--- src/hdl/mpq_pkg.sv ---
// Package for the sorted max-priority queue.
// Holds the sizes, function and status codes, and the controller/datapath types.
// No dependencies.
package mpq_pkg;

  localparam int CAPACITY = 32;
  localparam int VAL_W    = 32;
  localparam int CNT_W    = $clog2(CAPACITY + 1);
  localparam int OCC_W    = 6;
  localparam int STAT_W   = 2;

  localparam logic FN_ENQ = 1'b0;
  localparam logic FN_DEQ = 1'b1;

  localparam logic [STAT_W-1:0] ST_OK    = 2'd0;
  localparam logic [STAT_W-1:0] ST_EMPTY = 2'd1;
  localparam logic [STAT_W-1:0] ST_FULL  = 2'd2;

  typedef logic signed [VAL_W-1:0] val_t;

  // controller -> datapath
  typedef struct packed {
    logic capture;  // latch the accepted input item
    logic execute;  // apply the latched operation and load the result register
  } mpq_cmd_t;

  // datapath -> controller
  typedef struct packed {
    logic out_free; // result register empty or being taken this cycle
  } mpq_sts_t;

endpackage

--- src/hdl/mpq_if.sv ---
// Channel interfaces for the max-priority queue: operation items in, result items out.
// Depends on mpq_pkg.
interface mpq_in_if import mpq_pkg::*; ();
  logic valid;
  logic ready;
  logic func;
  val_t value;

  modport source (output valid, output func, output value, input ready);
  modport sink   (input valid, input func, input value, output ready);
endinterface

interface mpq_out_if import mpq_pkg::*; ();
  logic              valid;
  logic              ready;
  val_t              max_value;
  logic [STAT_W-1:0] status;
  logic [OCC_W-1:0]  occupancy;

  modport source (output valid, output max_value, output status, output occupancy,
                  input ready);
  modport sink   (input valid, input max_value, input status, input occupancy,
                  output ready);
endinterface

--- src/hdl/max_priority_queue.sv ---
// Sorted max-priority queue of signed 32-bit values, top level.
// Channels: in_ch carries items {func, value}: func enqueue inserts value at its
//   sorted place, func dequeue removes the largest value. out_ch returns one
//   result item per input item: {max_value, status, occupancy}.
// Status: ok, dequeue on empty (max_value 0), enqueue dropped because full.
// Values sit in a row of CAPACITY cells kept in descending order; every cell
//   compares against the new value in parallel, so an operation is applied
//   whole in the execute state.
// Order: the accepted item is latched, then applied in the execute state once the
//   result register is free; the result register is loaded when it is applied.
// Rate: the two-state controller takes an item only in its idle state; ready
//   drops in the execute state, so no new item is taken until the last is applied.
// Stall: a result waits in the output register; the next item is still taken,
//   and its execute cycle waits until the held result has been taken.
// Reset (rst_n, synchronous, active low): queue empty, no result pending. Cell
//   contents are not cleared; cells past the count never affect a result.
// Depends on mpq_pkg, mpq_if, mpq_ctrl, mpq_dp.
module max_priority_queue import mpq_pkg::*; (
  input logic       clk,
  input logic       rst_n,
  mpq_in_if.sink    in_ch,
  mpq_out_if.source out_ch
);

  mpq_cmd_t cmd;
  mpq_sts_t sts;
  logic     in_ready;

  mpq_ctrl u_ctrl (
    .clk      (clk),
    .rst_n    (rst_n),
    .in_valid (in_ch.valid),
    .in_ready (in_ready),
    .sts      (sts),
    .cmd      (cmd)
  );

  mpq_dp u_dp (
    .clk           (clk),
    .rst_n         (rst_n),
    .cmd           (cmd),
    .sts           (sts),
    .in_func       (in_ch.func),
    .in_value      (in_ch.value),
    .out_valid     (out_ch.valid),
    .out_ready     (out_ch.ready),
    .out_max_value (out_ch.max_value),
    .out_status    (out_ch.status),
    .out_occupancy (out_ch.occupancy)
  );

  assign in_ch.ready = in_ready;

`ifndef SYNTHESIS
  a_no_accept_after_accept: assert property (@(posedge clk) disable iff (!rst_n)
    (in_ch.valid && in_ch.ready) |=> !in_ch.ready)
    else $error("item accepted while previous item not yet executed");

  a_exec_loads_result: assert property (@(posedge clk) disable iff (!rst_n)
    cmd.execute |=> out_ch.valid)
    else $error("execute did not produce a result");

  a_capture_exec_excl: assert property (@(posedge clk) disable iff (!rst_n)
    !(cmd.capture && cmd.execute))
    else $error("capture and execute in the same cycle");

  a_empty_zero: assert property (@(posedge clk) disable iff (!rst_n)
    (out_ch.valid && out_ch.status == ST_EMPTY) |-> (out_ch.max_value == '0 &&
      out_ch.occupancy == '0))
    else $error("empty dequeue result malformed");
`endif

endmodule

--- src/hdl/mpq_ctrl.sv ---
// Controller for the max-priority queue: accepts one item, then runs it once the
// result register is free. Depends on mpq_pkg.
module mpq_ctrl import mpq_pkg::*; (
  input  logic     clk,
  input  logic     rst_n,
  input  logic     in_valid,
  output logic     in_ready,
  input  mpq_sts_t sts,
  output mpq_cmd_t cmd
);

  typedef enum logic [1:0] {
    S_IDLE = 2'b01,
    S_EXEC = 2'b10
  } state_t;

  state_t state_r, state_nxt;

  always_comb begin
    state_nxt   = state_r;
    in_ready    = 1'b0;
    cmd.capture = 1'b0;
    cmd.execute = 1'b0;
    unique case (state_r)
      S_IDLE: begin
        in_ready    = 1'b1;
        cmd.capture = in_valid;
        if (in_valid) state_nxt = S_EXEC;
      end
      S_EXEC: begin
        // wait here while an earlier result is still held
        if (sts.out_free) begin
          cmd.execute = 1'b1;
          state_nxt   = S_IDLE;
        end
      end
      default: state_nxt = S_IDLE;
    endcase
  end

  always_ff @(posedge clk) begin
    if (!rst_n) state_r <= S_IDLE;
    else        state_r <= state_nxt;
  end

endmodule

--- src/hdl/mpq_dp.sv ---
// Datapath for the max-priority queue: row of sorted value cells, count and the
// result register. Depends on mpq_pkg.
module mpq_dp import mpq_pkg::*; (
  input  logic              clk,
  input  logic              rst_n,
  input  mpq_cmd_t          cmd,
  output mpq_sts_t          sts,
  input  logic              in_func,
  input  val_t              in_value,
  output logic              out_valid,
  input  logic              out_ready,
  output val_t              out_max_value,
  output logic [STAT_W-1:0] out_status,
  output logic [OCC_W-1:0]  out_occupancy
);

  logic              func_r;
  val_t              value_r;
  val_t              cell_r [CAPACITY];
  val_t              cell_nxt [CAPACITY];
  logic [CAPACITY-1:0] gt;
  logic [CNT_W-1:0]  count_r, count_nxt;
  logic              out_valid_r, out_valid_nxt;
  val_t              max_r, max_nxt;
  logic [STAT_W-1:0] status_r, status_nxt;
  logic [CNT_W-1:0]  occ_r;
  logic              full, empty;

  assign full  = (count_r == CNT_W'(CAPACITY));
  assign empty = (count_r == '0);

  // each cell holding a value strictly above the new one stays in place
  always_comb begin
    for (int i = 0; i < CAPACITY; i++) begin
      gt[i] = (CNT_W'(i) < count_r) && (cell_r[i] > value_r);
    end
  end

  always_comb begin
    for (int i = 0; i < CAPACITY; i++) cell_nxt[i] = cell_r[i];
    count_nxt  = count_r;
    max_nxt    = '0;
    status_nxt = ST_OK;
    if (func_r == FN_ENQ) begin
      if (full) begin
        status_nxt = ST_FULL;
      end else begin
        cell_nxt[0] = gt[0] ? cell_r[0] : value_r;
        for (int i = 1; i < CAPACITY; i++) begin
          if (gt[i])        cell_nxt[i] = cell_r[i];
          else if (gt[i-1]) cell_nxt[i] = value_r;
          else              cell_nxt[i] = cell_r[i-1];
        end
        count_nxt = count_r + CNT_W'(1);
      end
    end else begin
      if (empty) begin
        status_nxt = ST_EMPTY;
      end else begin
        max_nxt = cell_r[0];
        for (int i = 0; i < CAPACITY - 1; i++) cell_nxt[i] = cell_r[i+1];
        count_nxt = count_r - CNT_W'(1);
      end
    end
  end

  always_comb begin
    out_valid_nxt = out_valid_r;
    if (cmd.execute)                  out_valid_nxt = 1'b1;
    else if (out_valid_r && out_ready) out_valid_nxt = 1'b0;
  end

  always_ff @(posedge clk) begin
    if (!rst_n) begin
      count_r     <= '0;
      out_valid_r <= 1'b0;
    end else begin
      out_valid_r <= out_valid_nxt;
      if (cmd.execute) count_r <= count_nxt;
    end
  end

  always_ff @(posedge clk) begin
    if (cmd.capture) begin
      func_r  <= in_func;
      value_r <= in_value;
    end
    if (cmd.execute) begin
      for (int i = 0; i < CAPACITY; i++) cell_r[i] <= cell_nxt[i];
      max_r    <= max_nxt;
      status_r <= status_nxt;
      occ_r    <= count_nxt;
    end
  end

  assign sts.out_free   = !out_valid_r || out_ready;
  assign out_valid      = out_valid_r;
  assign out_max_value  = max_r;
  assign out_status     = status_r;
  assign out_occupancy  = OCC_W'(occ_r);

endmodule
--- src/flat_wrapper.sv ---
// flat-port wrapper written by rule: the top's interface ports become plain ports
module max_priority_queue_flat import mpq_pkg::*;
  (clk, rst_n, in_ch_valid, in_ch_func, in_ch_value, in_ch_ready, out_ch_valid, out_ch_max_value, out_ch_status, out_ch_occupancy, out_ch_ready);
  mpq_in_if in_ch_i ();
  mpq_out_if out_ch_i ();
  input logic clk;
  input logic rst_n;
  input wire logic [$bits(in_ch_i.valid)-1:0] in_ch_valid;
  input wire logic [$bits(in_ch_i.func)-1:0] in_ch_func;
  input wire logic [$bits(in_ch_i.value)-1:0] in_ch_value;
  output wire logic [$bits(in_ch_i.ready)-1:0] in_ch_ready;
  output wire logic [$bits(out_ch_i.valid)-1:0] out_ch_valid;
  output wire logic [$bits(out_ch_i.max_value)-1:0] out_ch_max_value;
  output wire logic [$bits(out_ch_i.status)-1:0] out_ch_status;
  output wire logic [$bits(out_ch_i.occupancy)-1:0] out_ch_occupancy;
  input wire logic [$bits(out_ch_i.ready)-1:0] out_ch_ready;
  assign in_ch_i.valid = in_ch_valid;
  assign in_ch_i.func = in_ch_func;
  assign in_ch_i.value = in_ch_value;
  assign in_ch_ready = in_ch_i.ready;
  assign out_ch_valid = out_ch_i.valid;
  assign out_ch_max_value = out_ch_i.max_value;
  assign out_ch_status = out_ch_i.status;
  assign out_ch_occupancy = out_ch_i.occupancy;
  assign out_ch_i.ready = out_ch_ready;
  max_priority_queue u_core (.clk(clk), .rst_n(rst_n), .in_ch(in_ch_i), .out_ch(out_ch_i));
endmodule
--- config.mk ---
export PLATFORM = sky130hd
export DESIGN_NAME = max_priority_queue_flat
export DESIGN_NICKNAME = d
export VERILOG_FILES = /design/src/hdl/mpq_pkg.sv /design/src/hdl/mpq_if.sv /design/src/hdl/max_priority_queue.sv /design/src/hdl/mpq_ctrl.sv /design/src/hdl/mpq_dp.sv /design/src/flat_wrapper.sv
export SDC_FILE = /design/constraint.sdc
export NUM_CORES = 2
export LEC_CHECK = 0
export ABC_CLOCK_PERIOD_IN_PS = 9500
export BUFFER_PORTS_ARGS = -buffer_cell sky130_fd_sc_hd__buf_2
export CAP_MARGIN = 30
export CORE_MARGIN = 2
export CORE_UTILIZATION = 70
export DETAILED_ROUTE_END_ITERATION = 10
export GPL_ROUTABILITY_DRIVEN = 0
export GPL_TIMING_DRIVEN = 0
export PLACE_DENSITY = 0.95
export SYNTH_ARGS = -nofsm -noshare
export SYNTH_HDL_FRONTEND = slang
export SYNTH_HIERARCHICAL = 1
export SYNTH_SLANG_ARGS = --single-unit
--- constraint.sdc ---
create_clock -name clk -period 9.5 [get_ports clk]
set_clock_uncertainty 0.05 [all_clocks]
set_input_delay 1.425 -clock clk [delete_from_list [all_inputs] [get_ports clk]]
set_output_delay 1.425 -clock clk [all_outputs]
set_load 0.01 [all_outputs]
==> out/results.ini, run 1 <==
[grt]
grt_max_degree=35
grt_pass1_wl_mm=555.1
grt_overflow_total=6
grt_pass1_vias=83530
track_usage_pct=68.27

[clock_tree]
hold_buffers=0
root_buffer=clkbuf_16
postCtsSetupRepairBufs=0
cts_resized=0
clockBufferDepth=3
h-tree-depth=3
cts.sinks=1106
numCtsBuffers=114

[yosys]
synth_top_area_share_pct=43.09
synth_area_per_cell_um2=10.07
yosysTopAreaCell=edfxtp_1
ys_ff_latch=1106
synth.distinct_cells=80
synth_seq_area_share_pct=43.33
syn_inst=7593
syn_nets=8657
async_flop_share_pct=0
synth_edf_count=1097
synth.cell_area_um2=76440
synthTopCellsByArea=edfxtp_1, ha_1, o211ai_1, nand2_1, nand3_1
ys.flop_type=edfxtp_1
ys_warn_count=6

[floorplan]
placementRows=121
die_w_um=334.5
die_h_um=334.5
pin_count=79
initial_core_util_pct=70.42

[placement]
hpwl_mm=238.9
io_buffers=78

[status]
firstError=[ERROR GRT-0116] Global routing finished with congestion. Check the congestion regions in the DRC Viewer.
failed_stage=global routing (5_1_grt)
status=aborted with a tool error

==> synthesized netlist by cell type (36+ instances only) <==
cell type and count:
o21ai_0 127, a21oi_1 391, nand2_1 1232, mux2i_1 231
nand3_1 827, clkbuf_1 286, nand4_1 213, nor4_1 38
o21ai_1 200, o211ai_1 720, buf_2 115, a22oi_1 36
buf_1 100, ha_1 1027, a21o_1 144, and2_1 66
inv_1 116, nor2_1 147, edfxtp_1 1097
==> per-layer routing <==
metal  global-route usage, %  GRT overflow
met1                   68.80             0
met2                   81.30             4
met3                   59.56             0
met4                   60.31             2
met5                   35.69             0
==> per-stage QoR <==
stage          setup slack [ps]  cell area (um^2)  std cells
2_1_floorplan              3180             76440       7593
3_3_place_gp              885.9             78600       9085
3_5_place_dp               3656             80550       9178
4_1_cts                    3381             84350       9388
==> cells by family after synthesis <==
family | after synthesis | synth area share [%]
XOR/XNOR | 2 | 0.02292
AND/OR/NAND/NOR | 2677 | 16.17
adder cells (fa/ha/maj) | 1027 | 16.81
buffers and inverters | 647 | 3.640
multiplexers | 277 | 3.750
AO/OA/AOI/OAI | 1857 | 16.28
flip-flops | 1106 | 43.33
==> inputs of run 2 (changes only) <==
--- a/config.mk
+++ b/config.mk
@@ -9,11 +9,11 @@
 export BUFFER_PORTS_ARGS = -buffer_cell sky130_fd_sc_hd__buf_2
 export CAP_MARGIN = 30
 export CORE_MARGIN = 2
-export CORE_UTILIZATION = 70
+export CORE_UTILIZATION = 40
 export DETAILED_ROUTE_END_ITERATION = 10
 export GPL_ROUTABILITY_DRIVEN = 0
 export GPL_TIMING_DRIVEN = 0
-export PLACE_DENSITY = 0.95
+export PLACE_DENSITY_LB_ADDON = 0.15
 export SYNTH_ARGS = -nofsm -noshare
 export SYNTH_HDL_FRONTEND = slang
 export SYNTH_HIERARCHICAL = 1
==> out/results.ini, run 2 <==
[status]
status=completed  ; was aborted with a tool error

[clock_tree]
cts.sinks=1106  ; unchanged
hold_buffers=0  ; unchanged
cts_tree=yes
path_clk_slew_ps=60
clk_latency_ps=820
cts_resized=0  ; unchanged
root_buffer=clkbuf_16  ; unchanged
clockBufferDepth=3  ; unchanged
numCtsBuffers=136  ; was 114
h-tree-depth=4  ; was 3
postCtsSetupRepairBufs=0  ; unchanged

[setup_path]
cp-start-kind=flip-flop
r2r-start=u_core/u_dp/value_r[3]
worstPathArrival_ps=7290
crit_path_end_kind=flip-flop
reg2reg_depth=14
reg2reg_slack_ps=2660
rr_endpoint=u_core/u_dp/cell_r[1][423]
crit_type=flip-flop to flip-flop
cp_data_required_time_ps=9960
cp_max_fo=32

[sta]
finalCritPeriodShare_pct=71.96
setup_viol_count_final=0
relSlewSlack_pct=17.24
worst_slack_ps=2663
fin_crit_ps=6837
worstMarginPinSlew_ps=1230
rsz0062_at_grt=false
clock.fmax_ghz=0.1463
slew_viol_final=0
hold_viol_final=0

[final_layout]
max_flop_register=u_core/u_dp/cell_r
final_common_cell=nand2_1
mostFrequentLayoutCells=nand2_1, edfxtp_1, ha_1
largest_reg_flops=1024
area_growth_syn_to_layout_pct=13.38
drive_gt1_share_pct=8.107
fin_util_pct=45.62
nFillCells=17980
nNetsFinal=8986
multiInputGateArea_um2=40840
seq_area_um2=33120

[pwr]
p_int_mw=9.115
power_frac_seq_pct=42.9
power_switching_mw=3.652
peakVddDrop_uv=207.3
finalPower_mw=12.77
comb_power_share_pct=15.1
power_frac_clock_pct=41.9
p_leak_nw=32.73
powerDensity_nw_per_um2=147.3
switching_share_pct=28.61

[worst_hold_path]
min-delay-start=u_core/u_dp/cell_r[0][62]
whs_path_depth=2
hold_class=flip-flop to flip-flop
hold_path_end=u_core/u_dp/cell_r[0][30]

[yosys]
synth.cell_area_um2=76440  ; unchanged
synth_seq_area_share_pct=43.33  ; unchanged
syn_inst=7593  ; unchanged
ys.flop_type=edfxtp_1  ; unchanged
synth_edf_count=1097  ; unchanged
yosysMostFrequentCell=nand2_1  ; unchanged
synth_top_area_share_pct=43.09  ; unchanged
yosysTopAreaCell=edfxtp_1  ; unchanged
synth_area_per_cell_um2=10.07  ; unchanged
synth.distinct_cells=80  ; unchanged
ys_ff_latch=1106  ; unchanged
syn_nets=8657  ; unchanged
ys_top_cells_by_count=nand2_1, edfxtp_1, ha_1  ; unchanged
synthTopCellsByArea=edfxtp_1, ha_1, o211ai_1, nand2_1, nand3_1  ; unchanged
ys_warn_count=6  ; unchanged
async_flop_share_pct=0  ; unchanged

[floorplan]
die_w_um=441.2  ; was 334.5 um
pin_count=79  ; unchanged
placementRows=160  ; was 121
initial_core_util_pct=40.24  ; was 70.42%
core-area_um2=190000
die_area_um2=194600
die_h_um=441.2  ; was 334.5 um

[routing]
final_antenna_net_count=0
drt_wl_total_mm=315.6
dr.pass1.iters=6
drc=0
wire_per_inst_um=29.93
num_vias=68210
drt_iter0_drc=9623
viasPerCell=6.469

[grt]
grt_overflow_total=0
grt_pass1_wl_mm=448.2
grt_util_met2_pct=43.30
antenna_found_initial=5
grt_pass1_vias=64940
track_usage_pct=31.59
grt_max_degree=33
grt_busiest_layer=met1
met1_usage_pct=47.57
grtUsageMet3_pct=7.486

[placement]
pre_cts_slack_ps=3064  ; was 3656 ps
io_buffers=78  ; unchanged
hpwl_mm=255.6  ; was 238.9 mm

[job]
maxCapViolCount=0

-- run 2: power groups by stage --
stage	Sequential (mW)	Clock (mW)	Combinational, mW
after floorplan	5.57	0	1.08
after global placement	5.59	0	1.72
after detailed placement	5.58	0	1.86
after CTS	5.48	5.42	1.87
after global routing	5.48	5.57	2.07
final	5.48	5.35	1.93
-- run 2: kinds of logic after synthesis --
family	count (synthesis)	share of synthesized area, %
adders and majority gates	1027	16.81
muxes	277	3.750
DFF	1106	43.33
AOI/OAI and AO/OA	1857	16.28
xor gates and xnor gates	2	0.02292
and+or+nand+nor	2677	16.17
buffers and inverters	647	3.640
-- run 2: final cells by class --
class / count / share of cell area, %
Tap cell: 2511 / 3.625
Clock buffer: 173 / 4.329
Antenna cell: 4 / 0.01155
Timing Repair Buffer: 191 / 2.715
Multi-Input combinational cell: 5840 / 47.12
Clock inverter: 73 / 0.7694
Inverter: 116 / 0.5024
Sequential cell: 1106 / 38.22
Buffer: 531 / 2.713
-- run 2: critical path: stages (launching register included) --
cell      delay, ps
edfxtp_1        460
clkbuf_1        660
inv_2           610
ha_1            540
nand4_1         120
nor4_1          770
buf_2           310
a21oi_1         100
nor2b_1         190
mux2i_1         800
buf_2           450
buf_1           470
nor2_1          140
nor2_4          520
buf_16          250
-- run 2: worst max path at each step --
stage / endpoint / depth (start not counted) / from / slack (ps)
after floorplan: u_core/u_dp/cell_r[1][192] / 7 / out_ch_ready / 3180
after global placement: u_core/u_dp/cell_r[1][200] / 8 / out_ch_ready / -870
after detailed placement: u_core/u_dp/cell_r[1][420] / 14 / u_core/u_dp/value_r[3] / 3060
after CTS: u_core/u_dp/cell_r[1][428] / 15 / u_core/u_dp/value_r[10] / 3030
after global routing: u_core/u_dp/cell_r[1][428] / 15 / u_core/u_dp/value_r[10] / 2760
final: u_core/u_dp/cell_r[1][423] / 14 / u_core/u_dp/value_r[3] / 2660
-- run 2: per-layer routing --
layer  wire [um]  up-vias  share of wire [%]
li1            -    30030                  -
met1      141000    33720                 45
met2      124700     3949                 40
met3       37250      514                 12
met4       12520        4                4.0
met5          85        -              0.027
-- run 2: stage by stage --
stage	TNS [ps]	instance area, um^2	hold slack (ps)	instances
after detailed placement	0	82200	524.5	10290
after global placement	-468410	79980	499.0	10180
after CTS	0	86620	539.2	10540
final	0	86670	540.6	10550
after floorplan	0	76440	476.8	7593
after global routing	0	86660	560.8	10540
(Power assumes the default switching activity.)
